**src/hw/rtl/slm_pkg.sv**
```systemverilog
// ----------------------------------------------------------------------------
// slm_pkg
// Shared types, widths and codes of the stereo level meter.
// ----------------------------------------------------------------------------
package slm_pkg;

  // Data widths
  localparam int SAMPLE_BITS = 24;
  localparam int THR_BITS    = 24;
  localparam int COUNT_BITS  = 32;
  localparam int ENERGY_BITS = 64;
  localparam int SQ_BITS     = 2 * SAMPLE_BITS;

  // Iteration counts of the divider (one quotient bit a cycle) and the root
  // (one root bit a cycle)
  localparam int DIV_STEPS  = ENERGY_BITS;
  localparam int ROOT_STEPS = ENERGY_BITS / 2;
  localparam int ITER_BITS  = $clog2(DIV_STEPS);

  // Configuration port
  localparam int APB_DATA_BITS = 32;
  localparam int APB_ADDR_BITS = 3;
  localparam int REG_IDX_BITS  = APB_ADDR_BITS - 2;

  localparam logic [REG_IDX_BITS-1:0] REG_CLIP_THRESHOLD = REG_IDX_BITS'(0);
  localparam logic [THR_BITS-1:0]     CLIP_THR_RESET     = THR_BITS'(4194304);

  // Request codes
  typedef enum logic {
    REQ_SAMPLE = 1'b0,
    REQ_READ   = 1'b1
  } req_type_e;

  // Input request
  typedef struct packed {
    req_type_e                     req_type;
    logic signed [SAMPLE_BITS-1:0] left_in;
    logic signed [SAMPLE_BITS-1:0] right_in;
    logic                          nonfinite_in;
  } in_req_t;

  // Result
  typedef struct packed {
    logic signed [SAMPLE_BITS-1:0] out_left;
    logic signed [SAMPLE_BITS-1:0] out_right;
    logic [SAMPLE_BITS-1:0]        rms_level;
    logic [SAMPLE_BITS-1:0]        peak_level;
    logic [COUNT_BITS-1:0]         invalid_count;
    logic [COUNT_BITS-1:0]         clip_count;
  } out_res_t;

  // Controller states
  typedef enum logic [2:0] {
    ST_IDLE,
    ST_SQ_L,
    ST_SQ_R,
    ST_MIX,
    ST_ACC,
    ST_DIV,
    ST_ROOT,
    ST_EMIT
  } slm_state_e;

  // Controller to datapath
  typedef struct packed {
    logic load;       // take the request, init magnitudes and iterators
    logic square_l;
    logic square_r;
    logic mix;        // half energy of the frame, peak and clip update
    logic accumulate; // energy sum and frame count
    logic div_step;
    logic root_step;
    logic emit;       // load the output register, clear on read
  } slm_cmd_t;

  // Datapath to controller
  typedef struct packed {
    logic in_read;
    logic in_nonfinite;
    logic frames_zero;
    logic div_last;
    logic root_last;
    logic out_free;
  } slm_status_t;

  // Magnitude of a two's complement sample; the most negative value maps to
  // 2^(SAMPLE_BITS-1), which still fits unsigned
  function automatic logic [SAMPLE_BITS-1:0] magnitude(input logic [SAMPLE_BITS-1:0] x);
    logic [SAMPLE_BITS-1:0] m;
    m = x[SAMPLE_BITS-1] ? (~x + SAMPLE_BITS'(1)) : x;
    return m;
  endfunction

endpackage

```
**src/hw/rtl/slm_ctrl.sv**
```systemverilog
// ----------------------------------------------------------------------------
// slm_ctrl
// Sequencer of the level meter: steps the datapath through one request.
// ----------------------------------------------------------------------------
module slm_ctrl (
  input  logic                clk_i,
  input  logic                rst_ni,
  input  logic                in_valid_i,
  output logic                in_stall_o,
  input  slm_pkg::slm_status_t status_i,
  output slm_pkg::slm_cmd_t    cmd_o
);
  import slm_pkg::*;

  slm_state_e state_q, state_d;

  // State register
  always_ff @(posedge clk_i or negedge rst_ni) begin
    if (!rst_ni) begin
      state_q <= ST_IDLE;
    end else begin
      state_q <= state_d;
    end
  end

  // Next state and commands
  always_comb begin
    state_d    = state_q;
    cmd_o      = '0;
    in_stall_o = 1'b1;
    case (state_q)
      ST_IDLE: begin
        in_stall_o = 1'b0;
        if (in_valid_i) begin
          cmd_o.load = 1'b1;
          if (status_i.in_read) begin
            state_d = status_i.frames_zero ? ST_EMIT : ST_DIV;
          end else if (status_i.in_nonfinite) begin
            state_d = ST_EMIT;
          end else begin
            state_d = ST_SQ_L;
          end
        end
      end
      ST_SQ_L: begin
        cmd_o.square_l = 1'b1;
        state_d        = ST_SQ_R;
      end
      ST_SQ_R: begin
        cmd_o.square_r = 1'b1;
        state_d        = ST_MIX;
      end
      ST_MIX: begin
        cmd_o.mix = 1'b1;
        state_d   = ST_ACC;
      end
      ST_ACC: begin
        cmd_o.accumulate = 1'b1;
        state_d          = ST_EMIT;
      end
      ST_DIV: begin
        cmd_o.div_step = 1'b1;
        if (status_i.div_last) begin
          state_d = ST_ROOT;
        end
      end
      ST_ROOT: begin
        cmd_o.root_step = 1'b1;
        if (status_i.root_last) begin
          state_d = ST_EMIT;
        end
      end
      ST_EMIT: begin
        if (status_i.out_free) begin
          cmd_o.emit = 1'b1;
          state_d    = ST_IDLE;
        end
      end
      default: begin
        state_d = ST_IDLE;
      end
    endcase
  end

endmodule

```
**src/hw/rtl/slm_dp.sv**
```systemverilog
// ----------------------------------------------------------------------------
// slm_dp
// Datapath of the level meter: magnitudes, squares, energy sum, counters,
// restoring divider, bitwise square root and the output register.
// ----------------------------------------------------------------------------
module slm_dp (
  input  logic                          clk_i,
  input  logic                          rst_ni,
  input  slm_pkg::in_req_t              in_req_i,
  input  logic [slm_pkg::THR_BITS-1:0]  clip_thr_i,
  input  slm_pkg::slm_cmd_t             cmd_i,
  output slm_pkg::slm_status_t          status_o,
  output logic                          out_valid_o,
  input  logic                          out_stall_i,
  output slm_pkg::out_res_t             out_res_o
);
  import slm_pkg::*;

  // Request and frame registers
  in_req_t                req_q;
  logic [SAMPLE_BITS-1:0] mag_l_q, mag_r_q;
  logic [SQ_BITS-1:0]     sq_l_q, sq_r_q, half_e_q;

  // Measurement state
  logic [SAMPLE_BITS-1:0] peak_q;
  logic [ENERGY_BITS-1:0] energy_q;
  logic [COUNT_BITS-1:0]  frames_q, invalid_q, clip_q;

  // Divider and root
  logic [ITER_BITS-1:0]   iter_q;
  logic [COUNT_BITS-1:0]  rem_q;
  logic [ENERGY_BITS-1:0] quo_q;   // quotient, then the root's remainder
  logic [ENERGY_BITS-1:0] root_q, bit_q;

  // Output register
  logic     out_valid_q;
  out_res_t out_q;

  // Combinational helpers
  logic [SAMPLE_BITS-1:0]   mag_max;
  logic [SQ_BITS:0]         mix_sum;
  logic [ENERGY_BITS:0]     energy_sum;
  logic [COUNT_BITS:0]      rem_shift, rem_diff;
  logic [ENERGY_BITS-1:0]   root_trial;
  logic                     root_fits;
  logic                     out_free;
  logic                     is_read;
  out_res_t                 res_d;

  assign mag_max    = (mag_l_q > mag_r_q) ? mag_l_q : mag_r_q;
  assign mix_sum    = {1'b0, sq_l_q} + {1'b0, sq_r_q};
  assign energy_sum = {1'b0, energy_q} + {(ENERGY_BITS + 1 - SQ_BITS)'(0), half_e_q};
  assign rem_shift  = {rem_q, quo_q[ENERGY_BITS-1]};
  assign rem_diff   = rem_shift - {1'b0, frames_q};
  assign root_trial = root_q + bit_q;
  assign root_fits  = (quo_q >= root_trial);
  assign out_free   = !out_valid_q || !out_stall_i;
  assign is_read    = (req_q.req_type == REQ_READ);

  // Status
  assign status_o.in_read      = (in_req_i.req_type == REQ_READ);
  assign status_o.in_nonfinite = in_req_i.nonfinite_in;
  assign status_o.frames_zero  = (frames_q == '0);
  assign status_o.div_last     = (iter_q == ITER_BITS'(DIV_STEPS - 1));
  assign status_o.root_last    = (iter_q == ITER_BITS'(ROOT_STEPS - 1));
  assign status_o.out_free     = out_free;

  // Request, squares and frame energy
  always_ff @(posedge clk_i) begin
    if (cmd_i.load) begin
      req_q   <= in_req_i;
      mag_l_q <= magnitude(in_req_i.left_in);
      mag_r_q <= magnitude(in_req_i.right_in);
    end
    if (cmd_i.square_l) begin
      sq_l_q <= SQ_BITS'(mag_l_q) * SQ_BITS'(mag_l_q);
    end
    if (cmd_i.square_r) begin
      sq_r_q <= SQ_BITS'(mag_r_q) * SQ_BITS'(mag_r_q);
    end
    if (cmd_i.mix) begin
      half_e_q <= mix_sum[SQ_BITS:1];
    end
  end

  // Divider and square root; the iteration counter wraps from the last
  // divide step straight to zero for the root
  always_ff @(posedge clk_i) begin
    if (cmd_i.load) begin
      iter_q <= '0;
      rem_q  <= '0;
      quo_q  <= energy_q;
      root_q <= '0;
      bit_q  <= ENERGY_BITS'(1) << (ENERGY_BITS - 2);
    end else if (cmd_i.div_step) begin
      iter_q <= iter_q + ITER_BITS'(1);
      if (!rem_diff[COUNT_BITS]) begin
        rem_q <= rem_diff[COUNT_BITS-1:0];
      end else begin
        rem_q <= rem_shift[COUNT_BITS-1:0];
      end
      quo_q <= {quo_q[ENERGY_BITS-2:0], !rem_diff[COUNT_BITS]};
    end else if (cmd_i.root_step) begin
      iter_q <= iter_q + ITER_BITS'(1);
      if (root_fits) begin
        quo_q  <= quo_q - root_trial;
        root_q <= (root_q >> 1) + bit_q;
      end else begin
        root_q <= root_q >> 1;
      end
      bit_q <= bit_q >> 2;
    end
  end

  // Measurement state: peak, clip and invalid totals, energy, frames
  always_ff @(posedge clk_i or negedge rst_ni) begin
    if (!rst_ni) begin
      peak_q    <= '0;
      energy_q  <= '0;
      frames_q  <= '0;
      invalid_q <= '0;
      clip_q    <= '0;
    end else begin
      if (cmd_i.load && in_req_i.req_type == REQ_SAMPLE && in_req_i.nonfinite_in
          && invalid_q != '1) begin
        invalid_q <= invalid_q + COUNT_BITS'(1);
      end
      if (cmd_i.mix) begin
        if (mag_max > peak_q) begin
          peak_q <= mag_max;
        end
        if (mag_max > clip_thr_i && clip_q != '1) begin
          clip_q <= clip_q + COUNT_BITS'(1);
        end
      end
      if (cmd_i.accumulate) begin
        energy_q <= energy_sum[ENERGY_BITS] ? '1 : energy_sum[ENERGY_BITS-1:0];
        if (frames_q != '1) begin
          frames_q <= frames_q + COUNT_BITS'(1);
        end
      end
      // read clears the window after its result is captured
      if (cmd_i.emit && is_read) begin
        peak_q   <= '0;
        energy_q <= '0;
        frames_q <= '0;
      end
    end
  end

  // Result assembly
  always_comb begin
    res_d               = '0;
    res_d.invalid_count = invalid_q;
    res_d.clip_count    = clip_q;
    if (is_read) begin
      res_d.peak_level = peak_q;
      if (frames_q != '0) begin
        res_d.rms_level = root_q[SAMPLE_BITS-1:0];
      end
    end else if (!req_q.nonfinite_in) begin
      res_d.out_left  = req_q.left_in;
      res_d.out_right = req_q.right_in;
    end
  end

  // Output register
  always_ff @(posedge clk_i or negedge rst_ni) begin
    if (!rst_ni) begin
      out_valid_q <= 1'b0;
    end else if (cmd_i.emit) begin
      out_valid_q <= 1'b1;
    end else if (!out_stall_i) begin
      out_valid_q <= 1'b0;
    end
  end

  always_ff @(posedge clk_i) begin
    if (cmd_i.emit) begin
      out_q <= res_d;
    end
  end

  assign out_valid_o = out_valid_q;
  assign out_res_o   = out_q;

endmodule

```
**src/hw/rtl/stereo_level_meter_top.sv**
```systemverilog
// ----------------------------------------------------------------------------
// stereo_level_meter_top
// Stereo peak and RMS level meter with a clip threshold register.
// ----------------------------------------------------------------------------
// One request is processed at a time. A sample frame passes through the
// steps magnitudes, two squares through one multiply each, energy half-sum,
// saturating accumulate and result. A non-finite frame or a read with no
// frames counted goes from acceptance straight to the result step. A read
// with frames runs a one-bit-per-cycle restoring divider (energy sum over
// frame count) and then a one-bit-per-cycle square root before the result.
// A new request is taken while the previous result still waits in the
// output register; the block holds in its final step only if that register
// is still occupied.
// ----------------------------------------------------------------------------
module stereo_level_meter_top (
  input  logic                                clk_i,
  input  logic                                rst_ni,
  // request channel
  input  logic                                in_valid_i,
  output logic                                in_stall_o,
  input  slm_pkg::in_req_t                    in_req_i,
  // result channel
  output logic                                out_valid_o,
  input  logic                                out_stall_i,
  output slm_pkg::out_res_t                   out_res_o,
  // configuration port
  input  logic                                psel,
  input  logic                                penable,
  input  logic                                pwrite,
  input  logic [slm_pkg::APB_ADDR_BITS-1:0]   paddr,
  input  logic [slm_pkg::APB_DATA_BITS-1:0]   pwdata,
  output logic [slm_pkg::APB_DATA_BITS-1:0]   prdata,
  output logic                                pready
);
  import slm_pkg::*;

  logic [THR_BITS-1:0]     clip_thr_q;
  logic [REG_IDX_BITS-1:0] reg_idx;
  logic                    in_valid;
  slm_cmd_t                cmd;
  slm_status_t             status;

  assign reg_idx = paddr[APB_ADDR_BITS-1:2];
  assign pready  = 1'b1;

  // Clip threshold register
  always_ff @(posedge clk_i or negedge rst_ni) begin
    if (!rst_ni) begin
      clip_thr_q <= CLIP_THR_RESET;
    end else if (psel && penable && pwrite && pready && reg_idx == REG_CLIP_THRESHOLD) begin
      clip_thr_q <= pwdata[THR_BITS-1:0];
    end
  end

  // Register read
  always_comb begin
    prdata = '0;
    if (reg_idx == REG_CLIP_THRESHOLD) begin
      prdata = {(APB_DATA_BITS - THR_BITS)'(0), clip_thr_q};
    end
  end

  assign in_valid = in_valid_i;

  slm_ctrl u_ctrl (
    .clk_i      (clk_i),
    .rst_ni     (rst_ni),
    .in_valid_i (in_valid),
    .in_stall_o (in_stall_o),
    .status_i   (status),
    .cmd_o      (cmd)
  );

  slm_dp u_dp (
    .clk_i       (clk_i),
    .rst_ni      (rst_ni),
    .in_req_i    (in_req_i),
    .clip_thr_i  (clip_thr_q),
    .cmd_i       (cmd),
    .status_o    (status),
    .out_valid_o (out_valid_o),
    .out_stall_i (out_stall_i),
    .out_res_o   (out_res_o)
  );

endmodule

```
**config.mk**
```make
export PLATFORM = sky130hd
export DESIGN_NAME = stereo_level_meter_top
export DESIGN_NICKNAME = d
export VERILOG_FILES = /design/src/hw/rtl/slm_pkg.sv /design/src/hw/rtl/slm_ctrl.sv /design/src/hw/rtl/slm_dp.sv /design/src/hw/rtl/stereo_level_meter_top.sv
export SDC_FILE = /design/constraint.sdc
export NUM_CORES = 2
export LEC_CHECK = 0
export BUFFER_PORTS_ARGS = -buffer_cell sky130_fd_sc_hd__buf_2
export CELL_PAD_IN_SITES_DETAIL_PLACEMENT = 1
export CELL_PAD_IN_SITES_GLOBAL_PLACEMENT = 2
export CORE_MARGIN = 4
export CORE_UTILIZATION = 42
export CTS_BUF_LIST = sky130_fd_sc_hd__clkbuf_2 sky130_fd_sc_hd__clkbuf_4 sky130_fd_sc_hd__clkbuf_8
export DETAILED_ROUTE_END_ITERATION = 10
export HOLD_SLACK_MARGIN = 0.05
export PLACE_DENSITY = 0.83
export SYNTH_ARGS = -nofsm -noshare
export SYNTH_HDL_FRONTEND = slang
export SYNTH_SLANG_ARGS = --single-unit
```
**constraint.sdc**
```tcl
create_clock -name clk_i -period 15.05 [get_ports clk_i]
set_input_delay 0.7525 -clock clk_i [delete_from_list [all_inputs] [get_ports clk_i]]
set_output_delay 0.7525 -clock clk_i [all_outputs]
set_load 0.01 [all_outputs]
```
==> summary.md <==
| Metric | Value |
|---|---|
| Final core occ | `0.465` |
| Setup repair bufs after CTS | `0` |
| Final Skew | `69.5 ps` |
| Cell repeated most along the worst path | `fa_1` |
| Max-slew headroom | `0.118` |
| Fillcell total | `21400` |
| CTS H-tree lvls | `4` |
| RSZ-0062 raised after global routing | `false` |
| Die width | `442 um` |
| CTS tree | `done` |
| Routed WL | `234 mm` |
| Largest net degree at the start of global routing | `109` |
| Status | `finished, final reports clean` |
| Layout area overhead | `10.1%` |
| Vias/cell | `5.35` |
| Critical Path AT | `9790 ps` |
| Post-synthesis cell area | `0.0793 mm2` |
| Hold Crit Class | `in2reg` |
| Critical Path Sink Type | `flip-flop` |
| DR DRC count | `0` |
| Synth area leaders | `fa_1 21%, edfxtp_1 17%, ha_1 11%` |
| Flop2flop setup slack | `5900 ps` |
| WS Path Type | `reg2reg` |
| Slew Viols, Final | `0` |
| First-pass GRT wire length | `375 mm` |
| Ports | `287` |
| Setup Total Neg Slack | `0 ps` |
| Fin nets | `10200` |
| CTS Buffer Depth | `3` |
| Critical Path RT | `15690 ps` |
| Fin crit period | `9150 ps` |
| Antenna violations before repair | `5` |
| Dpl hpwl | `180 mm` |
| 1st-pass router iterations | `5` |
| Via count | `59900` |
| Final non-filler cell total | `11200` |
| Number of global-route vias before repair | `66500` |
| Max Freq | `109 MHz` |
| Top delay family on crit path | `adder cells` |
| Max-cap viol count | `0` |
| IO buf count | `267` |
| Buf+Inv Stages, Crit Path | `6` |
| Final ANT Viol Nets | `0` |
| Worst slew pin tran | `1320 ps` |
| CP max-delay cell | `edfxtp_1` |
| Final Cycle Share | `0.608` |
| GP Congestion | `0.874` |
| Clock latency on the worst-skew pair | `930 ps` |
| Warnings from Yosys | `0` |
| Most instantiated cells after synthesis | `1343 x inv_1, 847 x fa_1, 742 x nand2_1` |
| Core box area | `0.188 mm2` |
| Crit Path Max Fanout | `17` |
| Initial core utilization | `0.422` |
| Row cnt | `159` |
| Synth async-reset ratio | `0.262` |
| Post-synthesis sequential area ratio | `0.276` |
| Mapped Cells | `8326` |
| Total gr overflow | `0` |
| Wire per inst | `20.9 um` |
| Most frequent cell after synthesis | `inv_1` |
| Die ar. | `0.196 mm2` |
| Die Y | `442 um` |
| Post-synth top area share | `0.214` |
| Final hold violations | `0` |
| Max stage delay on crit path | `1220 ps` |
| Clk root buf | `clkbuf_8` |
| Post-synthesis average cell area | `9.52 um2` |
| Num CTS Buffers | `154` |
| GRT Resource Usage Total | `0.241` |
| Share of cells above drive strength 1 | `0.0872` |
| Worst setup SP type | `flip-flop` |
| Distinct cells, synth | `104` |
| Synthesis-stage register bit count | `808` |
| EDFF count, synth | `462` |
| Setup violators final | `0` |
| Synth area leader | `fa_1` |
| Hold WS | `293 ps` |
| Number of placed cells counting well taps | `10900` |
| CTS sink cnt | `808` |
| Ys flop type | `edfxtp_1` |
| Clock slew at reported path FFs | `60 ps` |
| DRT iter0 DRCs | `2815` |
| Post-CTS resize count | `0` |
==> cell usage in the layout (no fill, tap or decap), drive strengths merged, types with 237 or more instances in the layout <==
cell and instances:
a21oi 444, and2 237, buf 348, edfxtp 462, fa 847, ha 688
inv 1351, nand2 742, nor2 578, o21ai 338, xnor2 330
==> flip-flops by register name, indices dropped and copies added, names as in the netlist, 32 cells and up <==
register,flops
u_dp.req_q,47
u_dp.sq_l_q,47
u_dp.half_e_q,48
u_dp.frames_q,32
u_dp.sq_r_q,47
u_dp.clip_q,32
u_dp.rem_q,32
u_dp.energy_q,64
u_dp.quo_q,64
u_dp.root_q,64
u_dp.invalid_q,32
u_dp.bit_q,32
u_dp.out_res_o,160
==> worst paths after layout <==
path,startpoint,endpoint,cells past startpoint
max,u_dp.mag_l_q[7]$_DFFE_PP_,u_dp.sq_l_q[47]$_DFFE_PP_,27
max reg2reg,u_dp.mag_l_q[7]$_DFFE_PP_,u_dp.sq_l_q[47]$_DFFE_PP_,27
min reg2reg,u_dp.clip_q[21]$_DFFE_PN0P_,u_dp.out_res_o[21]$_DFFE_PP_,0
min in group asynchronous,rst_ni,clip_thr_q[6]$_DFFE_PN0P_,2
min,in_req_i[24],u_dp.req_q[24]$_DFFE_PP_,1
max in group asynchronous,rst_ni,u_dp.invalid_q[7]$_DFFE_PN0P_,4
==> routing by layer <==
metal | vias to the layer above | GRT usage | part of all wire
met2 | 1003 | 0.427 | 0.50
met3 | 391 | 0.0327 | 0.035
li1 | 28100 | - | -
met5 | - | 0 | 0
met1 | 30500 | 0.306 | 0.43
met4 | 0 | 0.0732 | 0.031
==> per-stage QoR <==
step	worst slack (ps)	area (um2)
2_1_floorplan	3570	79300
3_3_place_gp	6080	83200
3_5_place_dp	5900	83200
4_1_cts	5820	87200
5_1_grt	5530	87300
6_report	5900	87300
==> cell families after synthesis <==
family	after synthesis	share of synthesized area
buffers and inverters	1674	0.0806
muxes	122	0.0164
and+or+nand+nor	2190	0.129
other	2	0.0000947
DFF	808	0.276
xor gates and xnor gates	517	0.0571
adders and majority gates	1535	0.322
AOI/OAI and AO/OA	1478	0.119
==> layout make-up <==
| class | instances | area, um2 | share of cell area |
|---|---|---|---|
| clock buffers | 226 | 2800 | 0.0321 |
| well taps | 2495 | 3120 | 0.0358 |
| flip-flops and latches | 808 | 21900 | 0.251 |
| multi-input cells | 5851 | 51100 | 0.586 |
| diodes | 6 | 15.0 | 0.000172 |
| inverters | 1350 | 5070 | 0.0582 |
| repair buffers | 422 | 2700 | 0.0309 |
| clock inverters | 54 | 549 | 0.00629 |
==> what timing repair did <==
action | in CTS | in global routing
hold buffers | 74 | 0
endpoints found under the hold margin | 180 | 0
setup endpoints to repair | 0 | 0
Power is left out: the tool's default activity adds up to more than one toggle a clock period on the data nets, which glitch-free logic cannot reach.
